<file path="src/rtl/assert_macros.svh">
// Assertion macros shared by the splitter RTL; empty when SYNTH is defined.
`ifndef ASSERT_MACROS_SVH
`define ASSERT_MACROS_SVH

`ifndef SYNTH

// Same-cycle implication: whenever ante holds, cons holds on that edge.
`define ASSERT_IMPLIES(label, clk, rst_n, ante, cons) \
	label: assert property (@(posedge clk) disable iff (!(rst_n)) (ante) |-> (cons)) \
		else $error("assertion failed: same-cycle implication");

// Next-cycle implication: whenever ante holds, cons holds on the following edge.
`define ASSERT_NEXT(label, clk, rst_n, ante, cons) \
	label: assert property (@(posedge clk) disable iff (!(rst_n)) (ante) |=> (cons)) \
		else $error("assertion failed: next-cycle implication");

`else

`define ASSERT_IMPLIES(label, clk, rst_n, ante, cons)
`define ASSERT_NEXT(label, clk, rst_n, ante, cons)

`endif

`endif

</file>
<file path="src/rtl/dfs_pkg.sv">
// Shared constants and types for the delimiter field splitter.
package dfs_pkg;

	localparam int MAX_DELIM = 8;
	localparam int BYTE_W = 8;
	localparam int LEN_W = 4;
	localparam int POS_W = 16;
	localparam int IDX_W = 8;
	localparam int DELIM_W = MAX_DELIM * BYTE_W;
	localparam int CFG_IDX_W = 2;
	localparam int CFG_DATA_W = DELIM_W;

	localparam logic [POS_W-1:0] POS_MAX = '1;
	localparam logic [DELIM_W-1:0] DELIM_RESET = DELIM_W'(44);
	localparam logic [LEN_W-1:0] LEN_RESET = LEN_W'(1);
	localparam logic [IDX_W-1:0] FRAGS_RESET = IDX_W'(255);

	typedef enum logic [CFG_IDX_W-1:0] {
		CFG_DELIM_BYTES = 2'd0,
		CFG_DELIM_LEN   = 2'd1,
		CFG_MAX_FRAGS   = 2'd2
	} cfg_idx_t;

	typedef logic [MAX_DELIM-1:0][BYTE_W-1:0] win_t;

	// Delimiter as seen by the matcher, length already clamped to 1..MAX_DELIM
	typedef struct packed {
		logic [DELIM_W-1:0] bytes;
		logic [LEN_W-1:0]   len;
	} delim_t;

	typedef struct packed {
		logic             has_fragment;
		logic [IDX_W-1:0] frag_index;
		logic [POS_W-1:0] frag_start;
		logic [POS_W-1:0] frag_end;
		logic             done_res;
		logic             is_error;
		logic [IDX_W-1:0] split_count;
		logic [POS_W-1:0] total_count;
	} res_t;

endpackage

</file>
<file path="src/rtl/dfs_if.sv">
// Valid/ready channel interfaces for string bytes and split records.
interface dfs_byte_if
	import dfs_pkg::*;
();
	logic              valid;
	logic              ready;
	logic [BYTE_W-1:0] char_byte;

	modport source (output valid, output char_byte, input ready);
	modport sink (input valid, input char_byte, output ready);
endinterface

interface dfs_rec_if
	import dfs_pkg::*;
();
	logic             valid;
	logic             ready;
	logic             has_fragment;
	logic [IDX_W-1:0] frag_index;
	logic [POS_W-1:0] frag_start;
	logic [POS_W-1:0] frag_end;
	logic             done_res;
	logic             is_error;
	logic [IDX_W-1:0] split_count;
	logic [POS_W-1:0] total_count;

	modport source (output valid, output has_fragment, output frag_index, output frag_start,
		output frag_end, output done_res, output is_error, output split_count,
		output total_count, input ready);
	modport sink (input valid, input has_fragment, input frag_index, input frag_start,
		input frag_end, input done_res, input is_error, input split_count,
		input total_count, output ready);
endinterface

</file>
<file path="src/rtl/dfs_match.sv">
// Parallel compare of the byte window against the configured delimiter.
module dfs_match
	import dfs_pkg::*;
(
	input  win_t             win,
	input  delim_t           delim,
	input  logic [POS_W-1:0] avail,
	output logic             hit
);

	logic [MAX_DELIM-1:0] lane_ok;

	// Check each window lane; the newest byte pairs with the last delimiter byte
	always_comb begin
		for (int k = 0; k < MAX_DELIM; k++) begin
			logic [LEN_W-1:0]  j;
			logic [BYTE_W-1:0] d;
			j = delim.len - LEN_W'(k) - LEN_W'(1);
			d = delim.bytes[BYTE_W*j[$clog2(MAX_DELIM)-1:0] +: BYTE_W];
			if (LEN_W'(k) >= delim.len) begin
				lane_ok[k] = 1'b1;
			end else begin
				lane_ok[k] = (d != '0) && (d == win[k]);
			end
		end
	end

	// Require enough bytes since the last match, then all lanes
	assign hit = (avail >= POS_W'(delim.len)) && (&lane_ok);

endmodule

</file>
<file path="src/rtl/delimiter_field_splitter.sv">
// Top level of the delimiter field splitter.
// Takes one string byte per beat on chars (a zero byte ends the string) and
// accepts a new byte every clock cycle: the window compare, the counters and
// the record fields are all settled in the cycle a byte is accepted, and the
// record lands in a single output register in the following cycle. That register
// frees as soon as records takes its beat, so a full rate stream needs only
// records.ready held high; a stalled output register holds chars off. A match
// of the delimiter (leftmost, non-overlapping) yields a fragment record until
// max_frags fragments were reported; the terminator always yields the final
// record with the counts, then clears the string state. Configuration must be
// written through cfg_we/cfg_index/cfg_data between strings only; the block does not enforce it.
module delimiter_field_splitter
	import dfs_pkg::*;
(
	input  logic                  clk,
	input  logic                  arst_n,
	dfs_byte_if.sink              chars,
	dfs_rec_if.source             records,
	input  logic                  cfg_we,
	input  logic [CFG_IDX_W-1:0]  cfg_index,
	input  logic [CFG_DATA_W-1:0] cfg_data
);

`include "assert_macros.svh"

	// Configuration registers
	logic [DELIM_W-1:0] delim_bytes_q;
	logic [LEN_W-1:0]   delim_len_q;
	logic [IDX_W-1:0]   max_frags_q;

	// String state
	win_t             win_q;
	logic [POS_W-1:0] pos_q;
	logic [POS_W-1:0] search_q;
	logic [POS_W-1:0] frag_start_q;
	logic [IDX_W-1:0] frag_idx_q;
	logic             split_fin_q;
	logic [POS_W-1:0] delim_cnt_q;

	// Output register
	logic res_valid_q;
	res_t res_q;

	logic             accept;
	logic             is_term;
	win_t             win_n;
	logic [POS_W-1:0] pos_n;
	logic [POS_W-1:0] avail;
	delim_t           delim;
	logic             hit;
	logic             limited;
	logic [POS_W:0]   total_raw;
	logic [IDX_W-1:0] frag_idx_inc;
	logic             emit;
	res_t             res_n;

	assign chars.ready = !res_valid_q || records.ready;
	assign accept = chars.valid && chars.ready;
	assign is_term = (chars.char_byte == '0);

	// Clamp delimiter length to 1..MAX_DELIM
	always_comb begin
		delim.bytes = delim_bytes_q;
		if (delim_len_q == '0) begin
			delim.len = LEN_W'(1);
		end else if (delim_len_q > LEN_W'(MAX_DELIM)) begin
			delim.len = LEN_W'(MAX_DELIM);
		end else begin
			delim.len = delim_len_q;
		end
	end

	// Shift the new byte into the window and advance the position
	always_comb begin
		win_n[0] = chars.char_byte;
		for (int k = 1; k < MAX_DELIM; k++) begin
			win_n[k] = win_q[k-1];
		end
	end
	assign pos_n = (pos_q == POS_MAX) ? pos_q : pos_q + POS_W'(1);
	assign avail = pos_n - search_q;

	dfs_match u_match (
		.win   (win_n),
		.delim (delim),
		.avail (avail),
		.hit   (hit)
	);

	assign limited = split_fin_q || (frag_idx_q >= max_frags_q);
	assign frag_idx_inc = frag_idx_q + IDX_W'(1);
	assign total_raw = {1'b0, delim_cnt_q} + (POS_W+1)'(pos_q > search_q);

	// Build the record for this byte
	always_comb begin
		res_n = '0;
		emit = 1'b0;
		if (is_term) begin
			emit = 1'b1;
			res_n.done_res = 1'b1;
			if (pos_q == '0) begin
				res_n.is_error = 1'b1;
			end else begin
				if (!limited) begin
					res_n.has_fragment = 1'b1;
					res_n.frag_index = frag_idx_q;
					res_n.frag_start = frag_start_q;
					res_n.frag_end = pos_q;
					res_n.split_count = frag_idx_inc;
				end else begin
					res_n.split_count = max_frags_q;
				end
				res_n.total_count = total_raw[POS_W] ? POS_MAX : total_raw[POS_W-1:0];
			end
		end else if (hit && !limited) begin
			emit = 1'b1;
			res_n.has_fragment = 1'b1;
			res_n.frag_index = frag_idx_q;
			res_n.frag_start = frag_start_q;
			res_n.frag_end = pos_n - POS_W'(delim.len);
		end
	end

	// Write configuration registers
	always_ff @(posedge clk or negedge arst_n) begin
		if (!arst_n) begin
			delim_bytes_q <= DELIM_RESET;
			delim_len_q <= LEN_RESET;
			max_frags_q <= FRAGS_RESET;
		end else if (cfg_we) begin
			unique case (cfg_idx_t'(cfg_index))
				CFG_DELIM_BYTES: delim_bytes_q <= cfg_data[DELIM_W-1:0];
				CFG_DELIM_LEN:   delim_len_q <= cfg_data[LEN_W-1:0];
				CFG_MAX_FRAGS:   max_frags_q <= cfg_data[IDX_W-1:0];
				default: ;
			endcase
		end
	end

	// Advance string state on each accepted byte; clear on the terminator
	always_ff @(posedge clk or negedge arst_n) begin
		if (!arst_n) begin
			win_q <= '0;
			pos_q <= '0;
			search_q <= '0;
			frag_start_q <= '0;
			frag_idx_q <= '0;
			split_fin_q <= 1'b0;
			delim_cnt_q <= '0;
		end else if (accept) begin
			if (is_term) begin
				win_q <= '0;
				pos_q <= '0;
				search_q <= '0;
				frag_start_q <= '0;
				frag_idx_q <= '0;
				split_fin_q <= 1'b0;
				delim_cnt_q <= '0;
			end else begin
				win_q <= win_n;
				pos_q <= pos_n;
				if (hit) begin
					if (delim_cnt_q != POS_MAX) begin
						delim_cnt_q <= delim_cnt_q + POS_W'(1);
					end
					search_q <= pos_n;
					if (limited) begin
						split_fin_q <= 1'b1;
					end else begin
						frag_start_q <= pos_n;
						frag_idx_q <= frag_idx_inc;
						if (frag_idx_inc >= max_frags_q) begin
							split_fin_q <= 1'b1;
						end
					end
				end
			end
		end
	end

	// Hold the record until records takes it
	always_ff @(posedge clk or negedge arst_n) begin
		if (!arst_n) begin
			res_valid_q <= 1'b0;
		end else if (accept && emit) begin
			res_valid_q <= 1'b1;
		end else if (records.ready) begin
			res_valid_q <= 1'b0;
		end
	end

	always_ff @(posedge clk) begin
		if (accept && emit) begin
			res_q <= res_n;
		end
	end

	assign records.valid = res_valid_q;
	assign records.has_fragment = res_q.has_fragment;
	assign records.frag_index = res_q.frag_index;
	assign records.frag_start = res_q.frag_start;
	assign records.frag_end = res_q.frag_end;
	assign records.done_res = res_q.done_res;
	assign records.is_error = res_q.is_error;
	assign records.split_count = res_q.split_count;
	assign records.total_count = res_q.total_count;

	`ASSERT_NEXT(a_term_clears, clk, arst_n, accept && is_term, pos_q == '0 && frag_idx_q == '0 && !split_fin_q)
	`ASSERT_NEXT(a_byte_advances, clk, arst_n, accept && !is_term, pos_q != '0)
	`ASSERT_IMPLIES(a_offsets_ordered, clk, arst_n, 1'b1, frag_start_q <= search_q && search_q <= pos_q)
	`ASSERT_IMPLIES(a_error_empty, clk, arst_n, res_valid_q && res_q.is_error, !res_q.has_fragment && res_q.total_count == '0 && res_q.done_res)
	`ASSERT_IMPLIES(a_frag_span, clk, arst_n, res_valid_q && res_q.has_fragment, res_q.frag_start <= res_q.frag_end)

endmodule

</file>
<file path="src/flat_wrapper.sv">
// flat-port wrapper written by rule: the top's interface ports become plain ports
module delimiter_field_splitter_flat import dfs_pkg::*;
  (clk, arst_n, cfg_we, cfg_index, cfg_data, chars_valid, chars_char_byte, chars_ready, records_valid, records_has_fragment, records_frag_index, records_frag_start, records_frag_end, records_done_res, records_is_error, records_split_count, records_total_count, records_ready);
  dfs_byte_if chars_i ();
  dfs_rec_if records_i ();
  input  logic clk;
  input  logic arst_n;
  input  logic cfg_we;
  input  logic [CFG_IDX_W-1:0] cfg_index;
  input  logic [CFG_DATA_W-1:0] cfg_data;
  input wire logic [$bits(chars_i.valid)-1:0] chars_valid;
  input wire logic [$bits(chars_i.char_byte)-1:0] chars_char_byte;
  output wire logic [$bits(chars_i.ready)-1:0] chars_ready;
  output wire logic [$bits(records_i.valid)-1:0] records_valid;
  output wire logic [$bits(records_i.has_fragment)-1:0] records_has_fragment;
  output wire logic [$bits(records_i.frag_index)-1:0] records_frag_index;
  output wire logic [$bits(records_i.frag_start)-1:0] records_frag_start;
  output wire logic [$bits(records_i.frag_end)-1:0] records_frag_end;
  output wire logic [$bits(records_i.done_res)-1:0] records_done_res;
  output wire logic [$bits(records_i.is_error)-1:0] records_is_error;
  output wire logic [$bits(records_i.split_count)-1:0] records_split_count;
  output wire logic [$bits(records_i.total_count)-1:0] records_total_count;
  input wire logic [$bits(records_i.ready)-1:0] records_ready;
  assign chars_i.valid = chars_valid;
  assign chars_i.char_byte = chars_char_byte;
  assign chars_ready = chars_i.ready;
  assign records_valid = records_i.valid;
  assign records_has_fragment = records_i.has_fragment;
  assign records_frag_index = records_i.frag_index;
  assign records_frag_start = records_i.frag_start;
  assign records_frag_end = records_i.frag_end;
  assign records_done_res = records_i.done_res;
  assign records_is_error = records_i.is_error;
  assign records_split_count = records_i.split_count;
  assign records_total_count = records_i.total_count;
  assign records_i.ready = records_ready;
  delimiter_field_splitter u_core (.clk(clk), .arst_n(arst_n), .chars(chars_i), .records(records_i), .cfg_we(cfg_we), .cfg_index(cfg_index), .cfg_data(cfg_data));
endmodule
</file>
<file path="config.mk">
export PLATFORM = sky130hd
export DESIGN_NAME = delimiter_field_splitter_flat
export DESIGN_NICKNAME = d
export VERILOG_FILES = /design/src/rtl/dfs_pkg.sv /design/src/rtl/dfs_if.sv /design/src/rtl/dfs_match.sv /design/src/rtl/delimiter_field_splitter.sv /design/src/flat_wrapper.sv
export VERILOG_INCLUDE_DIRS = /design/src /design/src/rtl
export SDC_FILE = /design/constraint.sdc
export NUM_CORES = 1
export LEC_CHECK = 0
export ABC_AREA = 1
export BUFFER_PORTS_ARGS = -buffer_cell sky130_fd_sc_hd__clkbuf_2
export CORE_ASPECT_RATIO = 2
export CORE_MARGIN = 1.5
export CORE_UTILIZATION = 50
export CTS_BUF_LIST = sky130_fd_sc_hd__clkbuf_8
export DETAILED_ROUTE_END_ITERATION = 12
export PLACE_DENSITY = 0.75
export SKIP_CTS_REPAIR_TIMING = 1
export SYNTH_ARGS = -nofsm -noshare
export SYNTH_HDL_FRONTEND = slang
export SYNTH_SLANG_ARGS = --single-unit
</file>
<file path="constraint.sdc">
create_clock -name clk -period 7.18 [get_ports clk]
set_input_delay 1.077 -clock clk [delete_from_list [all_inputs] [get_ports clk]]
set_output_delay 1.077 -clock clk [all_outputs]
set_load 0.02 [all_outputs]
</file>
==> results of run 1 <==
==> worst max-delay path by stage <==
stage                          startpoint                       to  slack [ns]
floorplan                 u_core.pos_q[0]  u_core.records.done_res        2.36
global placement    u_core.delim_len_q[3]    u_core.delim_cnt_q[8]        1.80
detailed placement  u_core.delim_len_q[3]    u_core.delim_cnt_q[0]        1.77
CTS                 u_core.delim_len_q[3]   u_core.delim_cnt_q[12]        1.75
global route        u_core.delim_len_q[3]   u_core.delim_cnt_q[13]        1.26
finish              u_core.delim_len_q[3]    u_core.delim_cnt_q[0]        1.41
==> cells by family (layout without fill, tap and decap cells) <==
logic type	after synthesis	after routing	share of synthesized area [%]
XOR/XNOR	41	41	1.965
other	0	1	0
adder cells (fa/ha/maj)	68	68	4.738
buffers and inverters	418	552	9.086
AO/OA/AOI/OAI	312	312	9.388
multiplexers	7	7	0.4314
AND/OR/NAND/NOR	1475	1475	35.09
flip-flops	273	273	39.30
==> sequential cells by signal, indices dropped and copies added, names as in the netlist <==
| register | cells |
|---|---|
| u_core.records.split_count | 8 |
| u_core.frag_start_q | 16 |
| u_core.frag_idx_q | 8 |
| u_core.records.frag_end | 16 |
| u_core.records.total_count | 16 |
| u_core.pos_q | 16 |
| u_core.max_frags_q | 8 |
| u_core.records.frag_index | 8 |
| u_core.records.has_fragment | 1 |
| u_core.search_q | 16 |
| u_core.delim_cnt_q | 16 |
| u_core.delim_bytes_q | 64 |
| u_core.records.frag_start | 16 |
| u_core.split_fin_q | 1 |
| u_core.records.done_res | 1 |
| u_core.records.is_error | 1 |
| u_core.delim_len_q | 4 |
| u_core.win_n | 56 |
| u_core.records.valid | 1 |
==> metal layers <==
metal	up-vias	track usage [%]	wire length [um]
met5	-	0	26
met4	6	52.77	12450
met3	462	10.41	6057
met2	1044	75.36	39710
met1	9131	36.85	23350
li1	8823	-	-
==> cell usage in the layout, fill, tap and decap left out, drive strengths merged, types with 7 or more instances in the layout <==
cell type  synthesis  final
a21oi            132    132
buf               57     29
clkbuf            59    195
clkinv             2     14
dfrtp            194    194
dfstp             12     12
edfxtp            67     67
ha                66     66
inv              300    309
mux2               7      7
nand2            710    710
nand3            491    491
nand4             46     46
nor2             187    187
nor3              31     31
nor4               7      7
o21ai             92     92
o22ai             57     57
xnor2              9      9
xor2              32     32
==> synth_stat cells, types with 2 or more instances <==
library cell  count  area [sq um]
xor2_1           32         280.3
nand4_1          46         287.8
buf_2            34         170.2
a211oi_1          5         37.54
clkbuf_1         59         221.5
nor4_1            7         43.79
a21o_1            2         15.01
inv_1           292          1096
o21ai_1          18         90.09
nand2_4           3         33.78
xnor2_1           9         78.83
inv_2             8         30.03
a21oi_1         132         660.6
nand3_1         487          2437
o31ai_1           5         37.54
o21bai_1          2         15.01
buf_1            12         45.04
nand2_1         704          2643
o211ai_1          5         37.54
edfxtp_1         67          2012
o22ai_1          57         356.6
dfrtp_1         194          4855
nand3_4           2         35.03
buf_4             9         67.56
nand3_2           2         20.02
nand2_2           3         18.77
nand3b_1          3         22.52
fa_1              2         40.04
ha_1             66         825.8
a31oi_1           4         25.02
o21ai_0          74         370.4
a21boi_0          2         15.01
mux2_2            7         78.83
o21a_1            3         22.52
nor3_1           31         155.2
nor2_2            2         12.51
dfstp_2          12         315.3
buf_6             2         22.52
nor2_1          184         690.7
clkinv_1          2         7.510
==> per-stage QoR <==
step | total power [mW] | utilization (%)
final | 6.859 | 56.27
after global routing | 7.255 | 56.27
after CTS | 6.705 | 56.26
after detailed placement | 5.242 | 53.76
after global placement | 5.209 | 53.76
after floorplan | 4.138 | -
==> final cells by class <==
cell class / instances / area (sq um)
repair buffers: 176 / 987.2
clock inverters: 26 / 237.7
well taps: 450 / 563.0
flip-flops and latches: 273 / 7182
inverters: 302 / 1134
diodes: 1 / 2.502
multi-input cells: 1903 / 9449
fillers: 3519 / 15710
clock buffers: 48 / 660.6
==> worst min-delay path, stage by stage (launching register included) <==
cell,delay [ns]
dfrtp_1,0.34
nand2_1,0.05
nand2_1,0.05
==> power groups by stage <==
stage	sequential, mW	combinational, mW	clock, mW
final	1.96	3.44	1.46
after floorplan	1.90	2.24	0
after global routing	1.97	3.75	1.54
after detailed placement	1.97	3.27	0
after global placement	1.97	3.24	0
after CTS	1.95	3.28	1.48
==> results.sh, run 1 <==
export IMPL_start_kind="flop"
export IMPL_path_clk_slew_ns=0.07
export IMPL_power_density_nw_per_um2=339.3
export IMPL_tritoncts="built"
export IMPL_drive_gt1_share_pct=10.34
export IMPL_grt_overflow=0
export IMPL_crit_buf_inv=4
export IMPL_slew_viol_final=0
export IMPL_async_flop_share_pct=75.46
export IMPL_die_y_um=273.4
export IMPL_nets=2846
export IMPL_grt_use_total_pct=43.31
export IMPL_r2r_worst_path_cells=22
export IMPL_numPortBuffers=147
export IMPL_synth_distinct_cells=44
export IMPL_crit_top_cell="nand2_1"
export IMPL_dp_cells=3104
export IMPL_ys_ff_latch=273
export IMPL_whs_ns=0.4749
export IMPL_endpoint_kind="flop"
export IMPL_num_rows=98
export IMPL_clock_root_buffer="clkbuf_8"
export IMPL_final_hold_viol_count=0
export IMPL_finalSetupViolations=0
export IMPL_min_to="u_core.frag_start_q[0]"
export IMPL_synth_net_count=2741
export IMPL_cpLargestDelayFamily="simple AND/OR/NAND/NOR gates"
export IMPL_h_tree_depth=2
export IMPL_period_share_pct=80.41
export IMPL_r2r_start="u_core.delim_len_q[3]"
export IMPL_r2r_slack_ns=1.41
export IMPL_slew_headroom_pct=11.85
export IMPL_initialDrtViolationCount=1578
export IMPL_power_switching_mw=3.348
export IMPL_cp_slowest_cell="ha_1"
export IMPL_antenna_left=0
export IMPL_firstDrtPassIters=8
export IMPL_dp_final_hpwl_mm=60.30
export IMPL_max_stage_delay_ns=0.98
export IMPL_period_needed_ns=5.773
export IMPL_antenna_found_initial=4
export IMPL_cts_made_buffers=43
export IMPL_ios=148
export IMPL_grt_pass1_vias=19610
export IMPL_grt_max_degree=77
export IMPL_outcome="completed"
export IMPL_p_comb_share_pct=50.1
export IMPL_fmaxAchievable_ghz=0.1732
export IMPL_ys_flop_type="dfrtp_1"
export IMPL_postPlaceCellArea_sq_um=19310
export IMPL_die_area_sq_um=37770
export IMPL_synth_seq_area_share_pct=39.30
export IMPL_dieWidth_um=138.2
export IMPL_place_ws_ns=1.765
export IMPL_fin_tns_setup_ns=0
export IMPL_vias_per_cell=6.123
export IMPL_synth_edf_count=67
export IMPL_rsz0062_at_grt="no"
export IMPL_postSynthAreaPerCell_sq_um=7.044
export IMPL_min_delay_start="u_core.frag_start_q[0]"
export IMPL_clk_latency_ns=0.64
export IMPL_instances_no_fill=3179
export IMPL_yosysWarnings=0
export IMPL_critical_path_cell_chain="inv_2 > nand2_2 > ha_1 > inv_1 > buf_4 > nand3_1 > nand3_1 > nand2_1 > nand2_1 > nand2_1 > nand2_1 > nor2_1 > nand3_1 > nand2_1 > nand2_1 > nor2_2 > nand3_2 > nand2_4 > buf_4 > nand3_4 > nand2_1 > nand2_1"
export IMPL_num_vias=19470
export IMPL_hp_class="reg2reg"
export IMPL_area_growth_pct=10.63
export IMPL_tightest_slew_ns=1.308
export IMPL_required_ns=7.67
export IMPL_hold_depth=2
export IMPL_wl_per_cell_um=25.67
export IMPL_intPower_mw=3.511
export IMPL_synth_area_sq_um=18270
export IMPL_start_util_pct=50.86
export IMPL_path_max_fanout=32
export IMPL_power_frac_seq_pct=28.5
export IMPL_route_detailed_drc=0
export IMPL_p_clk_share_pct=21.4
export IMPL_cts_sinks=273
export IMPL_fin_ws_ns=1.407
export IMPL_p_sw_share_pct=48.81
export IMPL_wirelength_mm=81.60
export IMPL_coreArea_sq_um=35930
export IMPL_synthCells=2594
export IMPL_grt_first_pass_wirelength_mm=120.4
export IMPL_cp_depth=22
export IMPL_power_static_leakage_nw=10.17
export IMPL_irDropWorstVdd_uv=238.5
export IMPL_worstPathArrival_ns=6.26
export IMPL_worstSetupPathType="reg2reg"
export IMPL_place_congestion=1.177
export IMPL_drv_cap=0
export IMPL_r2r_end="u_core.delim_cnt_q[0]"
export IMPL_clk_path_buf_depth=3
export IMPL_stdcell_area_sq_um=20220
export IMPL_fin_skew_ns=0.03437
Power figures use the tool's default switching activity.
==> inputs of run 2 (changes only) <==
Settings changed: PLACE_DENSITY 0.75 to 0.78.
Clock period 7.18 ns to 4.6 ns, I/O delays scaled along.
==> results.sh, run 2 (same netlist as run 1, synthesis figures left out) <==
export IMPL_outcome="completed"
export IMPL_grt_first_pass_wirelength_mm=117.3
export IMPL_power_density_nw_per_um2=529.6
export IMPL_path_clk_slew_ns=0.07
export IMPL_endpoint_kind="flop"
export IMPL_drive_gt1_share_pct=15.36
export IMPL_power_static_leakage_nw=10.96
export IMPL_ios=148
export IMPL_irDropWorstVdd_uv=340.0
export IMPL_final_common_cell="nand2_1"
export IMPL_start_util_pct=50.86
export IMPL_h_tree_depth=2
export IMPL_cpLargestDelayFamily="simple AND/OR/NAND/NOR gates"
export IMPL_die_y_um=273.4
export IMPL_firstDrtPassIters=6
export IMPL_wl_per_cell_um=23.91
export IMPL_vias_per_cell=5.887
export IMPL_worstSetupPathType="reg2reg"
export IMPL_grt_use_total_pct=42.00
export IMPL_crit_top_cell="nand2_1"
export IMPL_fmaxAchievable_ghz=0.2284
export IMPL_fin_skew_ns=0.04907
export IMPL_fin_tns_setup_ns=0
export IMPL_largest_register_ffs=64
export IMPL_r2r_slack_ns=0.22
export IMPL_antenna_left=0
export IMPL_nets=2989
export IMPL_regArea_sq_um=7182
export IMPL_place_congestion=1.066
export IMPL_period_share_pct=95.17
export IMPL_wirelength_mm=79.60
export IMPL_initialDrtViolationCount=1568
export IMPL_required_ns=4.88
export IMPL_clock_root_buffer="clkbuf_8"
export IMPL_final_hold_viol_count=0
export IMPL_finalSetupViolations=0
export IMPL_critical_path_cell_chain="o21bai_1 > nand2_1 > ha_1 > inv_1 > buf_12 > nand3_1 > nand3_1 > nand2_1 > nand2_1 > nand2_1 > inv_1 > nand3_1 > nor2_1 > nand2_1 > nand2_1 > nand2_1 > nor2_1 > nand3_2 > buf_6 > nand2_4 > nand3_4 > inv_4 > buf_12"
export IMPL_coreArea_sq_um=35930
export IMPL_drv_cap=0
export IMPL_dieWidth_um=138.2
export IMPL_cp_slowest_cell="dfstp_2"
export IMPL_route_detailed_drc=0
export IMPL_grt_overflow=0
export IMPL_cts_sinks=273
export IMPL_tritoncts="built"
export IMPL_slew_viol_final=0
export IMPL_die_area_sq_um=37770
export IMPL_num_vias=19600
export IMPL_area_growth_pct=18.02
export IMPL_cts_made_buffers=44
export IMPL_grt_pass1_vias=19550
export IMPL_regMostFlops="u_core.delim_bytes_q"
export IMPL_multi_input_area_sq_um=9518
export IMPL_fill_cells=3381
export IMPL_tightest_slew_ns=1.069
export IMPL_clk_latency_ns=0.62
export IMPL_period_needed_ns=4.378
export IMPL_max_stage_delay_ns=0.57
export IMPL_worstPathArrival_ns=4.66
export IMPL_clk_path_buf_depth=3
export IMPL_dp_final_hpwl_mm=59.69
export IMPL_final_cell_mix="nand2_1, nand3_1, inv_1, dfrtp_1, nor2_1"
export IMPL_crit_buf_inv=6
export IMPL_hp_class="in2async"
export IMPL_grt_max_degree=103
export IMPL_numPortBuffers=147
export IMPL_start_kind="flop"
export IMPL_path_max_fanout=24
export IMPL_finalPower_mw=11.42
export IMPL_rsz0062_at_grt="no"
export IMPL_antenna_found_initial=5
export IMPL_num_rows=98
export IMPL_slew_headroom_pct=28.49
## run 2: cell count changes in the layout (fill, tap and decap cells not counted), sizes merged
cell      delta
buf        +141
bufinv       -1
clkbuf       +3
clkinv       +3
clkinvlp     -1
inv          +4
nand3        +1
## run 2: worst paths after layout
kind	cells after the start	from	endpoint
min reg2reg	2	u_core.search_q[6]	u_core.search_q[6]
min in group clk	2	cfg_data[26]	u_core.delim_bytes_q[26]
max reg2reg	23	u_core.delim_len_q[0]	u_core.records.frag_end[3]
max	23	u_core.delim_len_q[0]	u_core.records.frag_end[3]
max in group asynchronous	2	arst_n	u_core.delim_cnt_q[4]
min	1	arst_n	u_core.win_n[9]
## run 2: layout make-up
class / count / share of cell area, %
repair buffers: 317 / 10.33
inverters: 302 / 5.268
clock inverters: 31 / 1.085
well taps: 450 / 2.611
flip-flops and latches: 273 / 33.30
clock buffers: 51 / 3.255
multi-input cells: 1904 / 44.13
diodes: 1 / 0.01160
## run 2: per-stage QoR
stage	instance area (sq um)	worst slack (ns)	utilization, %	cells	hold slack, ns
3_3_place_gp	20530	0.01509	57.15	3244	0.4540
3_5_place_dp	20530	-0.1185	57.15	3244	0.4585
4_1_cts	21470	-0.1579	59.75	3326	0.2121
5_1_grt	21570	0.01368	60.03	3329	0.2505
2_1_floorplan	18280	0.07119	-	2594	0.3944
6_report	21570	0.2223	60.03	3329	0.1901
## run 2: metal layers
metal / global-route usage, % / vias up / routed length [um]
met2: 74.55 / 946 / 39450
met3: 9.675 / 421 / 5535
met4: 46.29 / 8 / 10910
met1: 36.74 / 9098 / 23640
met5: 0 / - / 59
li1: - / 9126 / -
## run 2: power by group
group | total, mW | internal, mW | switching (mW)
clock | 2.29 | 1.20 | 1.10
sequential | 2.99 | 2.77 | 0.221
combinational | 6.14 | 2.04 | 4.10
total | 11.4 | 6.01 | 5.42
